==> src/design/rbes_pkg.sv <==
// shared types, codes and arithmetic helpers for the rigid body integrator
package rbes_pkg;

  // wide signed working format for products, sums and rounding
  localparam int WIDE = 67;
  typedef logic signed [WIDE-1:0] wide_t;

  // fixed format of damping and step duration
  localparam int UNIT_BITS = 16;
  localparam logic [16:0] UNIT_ONE = 17'd65536;

  // input beat opcodes
  typedef enum logic [1:0] {
    OP_TICK     = 2'd0,
    OP_FORCE    = 2'd1,
    OP_FORCE_AT = 2'd2,
    OP_LOAD     = 2'd3
  } op_t;

  // configuration register indexes
  typedef enum logic [2:0] {
    REG_INV_MASS   = 3'd0,
    REG_DAMPING    = 3'd1,
    REG_GRAVITY_X  = 3'd2,
    REG_GRAVITY_Y  = 3'd3,
    REG_STEP       = 3'd4,
    REG_INV_MOMENT = 3'd5
  } cfg_reg_t;

  // datapath micro operations
  typedef enum logic [4:0] {
    DP_NOP, DP_FORCE, DP_LOAD, DP_MOVE, DP_SPIN_MUL, DP_SPIN_ADD, DP_FVEC, DP_PVEC,
    DP_SQ_X, DP_SQ_Y, DP_SQ_SUM, DP_ROOT, DP_DIV_INIT, DP_DIV_RUN, DP_DIV_WR,
    DP_FZERO, DP_VF_MUL, DP_VF_RND, DP_VG_ADD, DP_VD_MUL, DP_VD_RND, DP_D2_MUL,
    DP_D2_RND, DP_SD_MUL, DP_SD_RND, DP_CLEAR, DP_ARM, DP_T1_MUL, DP_T1_RND,
    DP_T2_MUL, DP_T2_ADD
  } dp_op_t;

  typedef struct packed {
    logic   latch;
    logic   publish;
    dp_op_t op;
    logic   axis;
  } dp_cmd_t;

  typedef struct packed {
    logic root_done;
    logic root_zero;
    logic div_done;
  } dp_status_t;

  localparam wide_t SAT_HI = wide_t'(64'sd2147483647);
  localparam wide_t SAT_LO = -wide_t'(64'sd2147483648);

  // floor((v + 2^(k-1)) / 2^k)
  function automatic wide_t rnd_f(input wide_t v, input int unsigned k);
    wide_t half;
    half = wide_t'(1) <<< (k - 1);
    return (v + half) >>> k;
  endfunction

  // clamp to signed 32 bits, msb flags a clamp
  function automatic logic [32:0] sat_f(input wide_t v);
    logic [32:0] r;
    if (v > SAT_HI) begin
      r = {1'b1, 32'h7fff_ffff};
    end else if (v < SAT_LO) begin
      r = {1'b1, 32'h8000_0000};
    end else begin
      r = {1'b0, v[31:0]};
    end
    return r;
  endfunction

endpackage

==> src/design/rbes_ctrl.sv <==
// sequencer that steps the integrator datapath through each operation
module rbes_ctrl (
  input  logic                   clk,
  input  logic                   rst,
  input  logic                   in_valid,
  output logic                   in_stall,
  input  logic [1:0]             opcode,
  output logic                   out_valid,
  input  logic                   out_stall,
  output rbes_pkg::dp_cmd_t      cmd,
  input  rbes_pkg::dp_status_t   status
);
  import rbes_pkg::*;

  typedef enum logic [31:0] {
    S_IDLE     = 32'h0000_0001,
    S_FORCE    = 32'h0000_0002,
    S_LOAD     = 32'h0000_0004,
    S_MOVE     = 32'h0000_0008,
    S_SPIN_MUL = 32'h0000_0010,
    S_SPIN_ADD = 32'h0000_0020,
    S_FVEC     = 32'h0000_0040,
    S_PVEC     = 32'h0000_0080,
    S_SQ_X     = 32'h0000_0100,
    S_SQ_Y     = 32'h0000_0200,
    S_SQ_SUM   = 32'h0000_0400,
    S_ROOT     = 32'h0000_0800,
    S_DIV_INIT = 32'h0000_1000,
    S_DIV_RUN  = 32'h0000_2000,
    S_DIV_WR   = 32'h0000_4000,
    S_FZERO    = 32'h0000_8000,
    S_VF_MUL   = 32'h0001_0000,
    S_VF_RND   = 32'h0002_0000,
    S_VG_ADD   = 32'h0004_0000,
    S_VD_MUL   = 32'h0008_0000,
    S_VD_RND   = 32'h0010_0000,
    S_D2_MUL   = 32'h0020_0000,
    S_D2_RND   = 32'h0040_0000,
    S_SD_MUL   = 32'h0080_0000,
    S_SD_RND   = 32'h0100_0000,
    S_CLEAR    = 32'h0200_0000,
    S_ARM      = 32'h0400_0000,
    S_T1_MUL   = 32'h0800_0000,
    S_T1_RND   = 32'h1000_0000,
    S_T2_MUL   = 32'h2000_0000,
    S_T2_ADD   = 32'h4000_0000,
    S_PUBLISH  = 32'h8000_0000
  } state_t;

  state_t state, state_next;
  logic   axis, axis_next;
  logic   tick_mode, tick_mode_next;

  assign in_stall = (state != S_IDLE);

  // next state and command
  always_comb begin
    state_next     = state;
    axis_next      = axis;
    tick_mode_next = tick_mode;
    cmd            = '0;
    cmd.op         = DP_NOP;
    cmd.axis       = axis;
    case (state)
      S_IDLE: begin
        if (in_valid) begin
          cmd.latch      = 1'b1;
          axis_next      = 1'b0;
          tick_mode_next = (opcode == OP_TICK);
          case (opcode)
            OP_TICK:     state_next = S_MOVE;
            OP_FORCE:    state_next = S_FORCE;
            OP_FORCE_AT: state_next = S_PVEC;
            OP_LOAD:     state_next = S_LOAD;
            default:     state_next = S_PUBLISH;
          endcase
        end
      end
      S_FORCE: begin
        cmd.op = DP_FORCE;
        state_next = S_PUBLISH;
      end
      S_LOAD: begin
        cmd.op = DP_LOAD;
        state_next = S_PUBLISH;
      end
      S_MOVE: begin
        cmd.op = DP_MOVE;
        state_next = S_SPIN_MUL;
      end
      S_SPIN_MUL: begin
        cmd.op = DP_SPIN_MUL;
        state_next = S_SPIN_ADD;
      end
      S_SPIN_ADD: begin
        cmd.op = DP_SPIN_ADD;
        axis_next = ~axis;
        state_next = axis ? S_FVEC : S_SPIN_MUL;
      end
      S_FVEC: begin
        cmd.op = DP_FVEC;
        state_next = S_SQ_X;
      end
      S_PVEC: begin
        cmd.op = DP_PVEC;
        state_next = S_SQ_X;
      end
      S_SQ_X: begin
        cmd.op = DP_SQ_X;
        state_next = S_SQ_Y;
      end
      S_SQ_Y: begin
        cmd.op = DP_SQ_Y;
        state_next = S_SQ_SUM;
      end
      S_SQ_SUM: begin
        cmd.op = DP_SQ_SUM;
        state_next = S_ROOT;
      end
      S_ROOT: begin
        cmd.op = DP_ROOT;
        if (status.root_done) begin
          if (!tick_mode) begin
            state_next = S_ARM;
          end else if (status.root_zero) begin
            state_next = S_FZERO;
          end else begin
            state_next = S_DIV_INIT;
          end
        end
      end
      S_DIV_INIT: begin
        cmd.op = DP_DIV_INIT;
        state_next = S_DIV_RUN;
      end
      S_DIV_RUN: begin
        cmd.op = DP_DIV_RUN;
        if (status.div_done) state_next = S_DIV_WR;
      end
      S_DIV_WR: begin
        cmd.op = DP_DIV_WR;
        axis_next = ~axis;
        state_next = axis ? S_VF_MUL : S_DIV_INIT;
      end
      S_FZERO: begin
        cmd.op = DP_FZERO;
        state_next = S_VF_MUL;
      end
      S_VF_MUL: begin
        cmd.op = DP_VF_MUL;
        state_next = S_VF_RND;
      end
      S_VF_RND: begin
        cmd.op = DP_VF_RND;
        state_next = S_VG_ADD;
      end
      S_VG_ADD: begin
        cmd.op = DP_VG_ADD;
        state_next = S_VD_MUL;
      end
      S_VD_MUL: begin
        cmd.op = DP_VD_MUL;
        state_next = S_VD_RND;
      end
      S_VD_RND: begin
        cmd.op = DP_VD_RND;
        axis_next = ~axis;
        state_next = axis ? S_D2_MUL : S_VF_MUL;
      end
      S_D2_MUL: begin
        cmd.op = DP_D2_MUL;
        state_next = S_D2_RND;
      end
      S_D2_RND: begin
        cmd.op = DP_D2_RND;
        state_next = S_SD_MUL;
      end
      S_SD_MUL: begin
        cmd.op = DP_SD_MUL;
        state_next = S_SD_RND;
      end
      S_SD_RND: begin
        cmd.op = DP_SD_RND;
        axis_next = ~axis;
        state_next = axis ? S_CLEAR : S_SD_MUL;
      end
      S_CLEAR: begin
        cmd.op = DP_CLEAR;
        state_next = S_PUBLISH;
      end
      S_ARM: begin
        cmd.op = DP_ARM;
        state_next = S_T1_MUL;
      end
      S_T1_MUL: begin
        cmd.op = DP_T1_MUL;
        state_next = S_T1_RND;
      end
      S_T1_RND: begin
        cmd.op = DP_T1_RND;
        state_next = S_T2_MUL;
      end
      S_T2_MUL: begin
        cmd.op = DP_T2_MUL;
        state_next = S_T2_ADD;
      end
      S_T2_ADD: begin
        cmd.op = DP_T2_ADD;
        axis_next = ~axis;
        state_next = axis ? S_PUBLISH : S_T1_MUL;
      end
      S_PUBLISH: begin
        if (!(out_valid && out_stall)) begin
          cmd.publish = 1'b1;
          state_next = S_IDLE;
        end
      end
      default: state_next = S_IDLE;
    endcase
  end

  // state registers
  always_ff @(posedge clk) begin
    if (rst) begin
      state     <= S_IDLE;
      axis      <= 1'b0;
      tick_mode <= 1'b0;
    end else begin
      state     <= state_next;
      axis      <= axis_next;
      tick_mode <= tick_mode_next;
    end
  end

  // output beat valid
  always_ff @(posedge clk) begin
    if (rst) begin
      out_valid <= 1'b0;
    end else if (cmd.publish) begin
      out_valid <= 1'b1;
    end else if (!out_stall) begin
      out_valid <= 1'b0;
    end
  end

endmodule

==> config.mk <==
export PLATFORM = sky130hd
export DESIGN_NAME = rbes_ctrl
export DESIGN_NICKNAME = d
export VERILOG_FILES = /design/src/design/rbes_pkg.sv /design/src/design/rbes_ctrl.sv
export SDC_FILE = /design/constraint.sdc
export NUM_CORES = 1
export LEC_CHECK = 0
export BUFFER_PORTS_ARGS = -buffer_cell sky130_fd_sc_hd__buf_2
export CORE_AREA = 2 2 70 72
export DETAILED_ROUTE_END_ITERATION = 7
export DIE_AREA = 0 0 72 74
export MAX_ROUTING_LAYER = met4
export PLACE_DENSITY = 0.74
export SLEW_MARGIN = 15
export SYNTH_ARGS = -nofsm -noshare
export SYNTH_HDL_FRONTEND = slang
export SYNTH_SLANG_ARGS = --single-unit
==> constraint.sdc <==
create_clock -name clk -period 1.9 [get_ports clk]
set_input_delay 0.095 -clock clk [delete_from_list [all_inputs] [get_ports clk]]
set_output_delay 0.095 -clock clk [all_outputs]
set_load 0.02 [all_outputs]
**Word level (Yosys, flattened, before mapping)**

Cells that the tools add are included.

- Logic and storage cells: 77
- Memories kept: 0
- Input bits: 9
- Bits in latches: 0
- RAM bits: 0
- Bits in read-only memories: 0
- Output and inout bits: 10
- Flip-flop bits (word level): 35

- Div/mod/pow operators: 0
- Order comparisons: 0
- Multiply operators: 0
- Eq/ne operators: 41
- Bitwise logic cells: 1
- Reductions and logical operators: 9
- Add/subtract/negate cells: 0
- Multiplexer cells: 22
- Shifts and indexed selects: 0

Operators by type and width:

| kind | count |
|---|---|
| case mux 32 bit (29 select lines) | 1 |
| 2-to-1 mux 32 bit | 5 |
| case mux 5 bit (30 select lines) | 1 |
| case mux 32 bit (4 select lines) | 1 |
| equality test 32 x 1 -> 1 bit, second input constant | 1 |
| equality test 32 x 10 -> 1 bit, second input constant | 1 |
| equality test 32 x 11 -> 1 bit, second input constant | 1 |
| equality test 32 x 12 -> 1 bit, second input constant | 1 |
| equality test 32 x 13 -> 1 bit, second input constant | 1 |
| equality test 32 x 14 -> 1 bit, second input constant | 1 |
| equality test 32 x 15 -> 1 bit, second input constant | 1 |
| equality test 32 x 16 -> 1 bit, second input constant | 1 |
| equality test 32 x 17 -> 1 bit, second input constant | 1 |
| equality test 32 x 18 -> 1 bit, second input constant | 1 |
| equality test 32 x 19 -> 1 bit, second input constant | 1 |
| equality test 32 x 2 -> 1 bit, second input constant | 1 |
| equality test 32 x 20 -> 1 bit, second input constant | 1 |
| equality test 32 x 21 -> 1 bit, second input constant | 1 |
| equality test 32 x 22 -> 1 bit, second input constant | 1 |
| equality test 32 x 23 -> 1 bit, second input constant | 1 |
| equality test 32 x 24 -> 1 bit, second input constant | 1 |
| equality test 32 x 25 -> 1 bit, second input constant | 1 |
| equality test 32 x 26 -> 1 bit, second input constant | 1 |
| equality test 32 x 27 -> 1 bit, second input constant | 1 |
| other kinds (34) | 45 |

**Depth between registers and ports, before layout**

- Depth after elaboration: 4
- Depth in mapped cells: 8
- Gate-level depth less buffers: 6

**Least setup slack after synthesis**

No wires, ideal clock.

- Kind: register to output
- Start: register state[29]
- End: output cmd[3] (netlist bit)
- Data required time: 1.805 ns
- Cell stages (with the launch flop): 7
- Path slack: -0.340 ns
- Path buffers: 1
- Data arrival time: 2.145 ns
- Cells stage by stage: dfxtp_1 -> buf_4 -> nor4_4 -> nand2_1 -> nor2_2 -> nand2_1 -> o311ai_0

RTL lines:

| item | line | source |
|---|---|---|
| start, declared | rbes_ctrl.sv:50 | `state_t state, state_next;` |
| start signal, assigned | rbes_ctrl.sv:229 | `state <= state_next;` |
| end, declared | rbes_ctrl.sv:10 | `output rbes_pkg::dp_cmd_t cmd,` |

==> impl_metrics.json <==
{
  "outcome": "finished with violations",
  "violations": "setup timing",
  "synth_commonest_cells": "dfxtp_1, nor2_1, nand2_1, nor3_1, o21ai_0",
  "power_frac_clock_pct": 30.8,
  "grt_usage_pct": 31.7,
  "synth_area_sq_um": 2390,
  "antenna_left": 0,
  "timing.final.crit_share_pct": 131,
  "place_ws_ps": -311,
  "die_width_microns": 72,
  "syn_inst": 290,
  "design.die.area_sq_um": 5330,
  "clk_latency_ps": 290,
  "htreeDepth": 2,
  "antenna_cells": 0,
  "r2r-end": "state[23]",
  "tightestPinTransition_ps": 439,
  "drt-initial-drc-count": 298,
  "startpoint": "state[24]",
  "maxCapViolCount": 0,
  "synth_top_area_share_pct": 29.3,
  "cp_max_fo": 7,
  "slew_violations": 0,
  "switchingPower_mw": 0.571,
  "dieHeight_microns": 74,
  "drcViolationCount": 0,
  "rsz0062_at_grt": "yes",
  "cp-start-kind": "flip-flop",
  "intPower_mw": 1.37,
  "avgViaCountPerCell": 6.27,
  "gp_congestion": 1.02,
  "grt_pass1_wl_mm": 12.6,
  "p_leak_nw": 1.57,
  "ys_seq_area_share_pct": 29.3,
  "wirelength_mm": 8.48,
  "synth_top_area_cell": "dfxtp_1",
  "min_period_ps": 2500,
  "cellPowerDensity_nw_per_um2": 519,
  "r2r_cells": 8,
  "synth.area.top_cells": "dfxtp_1, nor4_4, nor2_1, nor3_1, o21ai_0",
  "crit_type": "flip-flop to output pin",
  "initial_core_util_pct": 51.9,
  "slew-limit-headroom_pct": 70.4,
  "critPathRequiredTime_ps": 1800,
  "min_path_type": "primary input to flip-flop",
  "min_from": "opcode[1]",
  "final_layout_size_suffix_gt1_share_pct": 53.7,
  "seqPwrFrac_pct": 38.6,
  "fin_util_pct": 81.3,
  "root_buffer": "clkbuf_8",
  "hold_viol": 0,
  "setup_viol": 28,
  "rrSetupSlack_ps": -340,
  "clk_path_buf_depth": 2,
  "cts_sinks": 35,
  "synthesis.nets": 299,
  "synth_edf_count": 0,
  "boundaryPins": 19,
  "core_area_sq_um": 4600,
  "numCtsBuffers": 5,
  "antenna_found_initial": 0,
  "io_buffers": 18,
  "placementRows": 25,
  "fmax_mhz": 400,
  "via_count": 2861,
  "clkTransAtPathRegs_ps": 70,
  "grt_max_degree": 15,
  "cts_tree": "yes",
  "dr.pass1.iters": 5,
  "area_delta_synth_final_pct": 56.4,
  "overflow": 0,
  "place_hpwl_mm": 5.83,
  "combPwrFrac_pct": 30.6,
  "nets": 410,
  "r2r_start": "state[21]",
  "hold_depth": 2,
  "avgRoutedWirePerCell_microns": 18.6,
  "yosys.cell_types.count": 54,
  "worstPathArrival_ps": 2400,
  "critPathCapture": "cmd[1]",
  "end_kind": "output pin",
  "ys_async_sr_fraction_pct": 0,
  "synth_seq_cells": 35,
  "p_sw_share_pct": 29.4,
  "skew_ps": 6.26,
  "timing.final.ws_setup_ps": -598,
  "ys_warn_count": 0,
  "avgSynthCellArea_sq_um": 8.24,
  "yosysMostFrequentCell": "dfxtp_1",
  "grt_pass1_vias": 2609,
  "peakVddDrop_mv": 0.508,
  "dominantRegCellSynth": "dfxtp_1"
}
==> worst max-delay path, cell delays in order, from the launching register on <==
cell and delay, ps:
dfxtp_4 400, nor4_4 40, buf_4 160, buf_4 140, nand2_2 120, nor3_2 60, buf_4 140, nor2_1 110
o2111ai_1 190, or4b_4 590, buf_6 150
==> area by class of cell <==
cell class	instances	area, sq um
multi-input cells	229	1850
repair buffers	121	955
fillers	269	862
flip-flops and latches	35	729
clock buffers	8	100
well taps	54	67.6
inverters	9	33.8
==> placed cells by master, fill, tap and decap left out, types with 4 or more instances in the layout <==
| cell | n |
|---|---|
| nor2_2 | 4 |
| nor4_4 | 12 |
| nand2_1 | 19 |
| nand4b_1 | 6 |
| a21oi_1 | 4 |
| buf_6 | 17 |
| xnor2_1 | 4 |
| or4_1 | 4 |
| buf_4 | 93 |
| buf_2 | 10 |
| nand3_2 | 4 |
| nand2_2 | 5 |
| nand3_1 | 8 |
| nor4_1 | 4 |
| nor3b_2 | 4 |
| xor2_1 | 6 |
| a21oi_2 | 4 |
| dfxtp_1 | 20 |
| dfxtp_2 | 11 |
| nor4b_1 | 7 |
| nor2_1 | 25 |
| dfxtp_4 | 4 |
| o21ai_0 | 15 |
| inv_1 | 7 |
| or4_4 | 5 |
| nand4_1 | 5 |
| nor3_1 | 14 |
| clkbuf_8 | 7 |
| nor3_2 | 7 |
| nand3b_1 | 6 |
==> through the flow <==
step                power (mW)  cell area [sq um]  hold WS (ps)  setup TNS (ps)  instances
detailed placement        1.18               3140           308           -4810        432
floorplan                0.976               2450           167            -341        290
global route              2.00               3740          52.3           -9380        456
CTS                       1.86               3470          13.3           -6780        447
global placement          1.17               3140           296           -4500        432
finish                    1.94               3740          30.0           -7480        456
==> power by group through the flow <==
| stage | Combinational (mW) | Sequential [mW] | Clock [mW] |
|---|---|---|---|
| 2_1_floorplan | 0.203 | 0.774 | 0 |
| 3_3_place_gp | 0.402 | 0.770 | 0 |
| 3_5_place_dp | 0.404 | 0.772 | 0 |
| 4_1_cts | 0.509 | 0.754 | 0.598 |
| 5_1_grt | 0.627 | 0.750 | 0.621 |
| 6_report | 0.593 | 0.750 | 0.598 |
==> registers in the layout (all words and copies together) (netlist names) <==
signal / flops
axis: 1
out_valid: 1
state: 32
tick_mode: 1
==> per-layer routing <==
| metal | wire length [microns] | GRT usage [%] |
|---|---|---|
| met3 | 585 | 5.83 |
| met4 | 180 | 7.55 |
| met2 | 4240 | 54.7 |
| met5 | 0 | - |
| met1 | 3480 | 38.6 |
==> logic make-up (layout without fill, tap and decap cells) <==
| kind of cell | count (synthesis) | in the layout | synth area share [%] |
|---|---|---|---|
| AO/OA/AOI/OAI | 44 | 44 | 11.6 |
| XOR/XNOR | 10 | 10 | 3.67 |
| buffers and inverters | 26 | 138 | 5.45 |
| flip-flops | 35 | 35 | 29.3 |
| multiplexers | 1 | 1 | 0.471 |
| AND/OR/NAND/NOR | 174 | 174 | 49.4 |
==> how the worst min path moves through the flow <==
| stage | end |
|---|---|
| 3_3_place_gp | state[1] |
| 6_report | state[3] |
| 2_1_floorplan | state[1] |
| 3_5_place_dp | state[1] |
| 4_1_cts | state[7] |
| 5_1_grt | state[3] |
==> what timing repair did <==
item	in CTS	in global routing
resized for setup	54	52
endpoints found under the setup margin	33	34
hold buffers	0	0
pin swaps	16	20
cloned	0	0
setup buffers	7	10
Power figures use the tool's default switching activity.
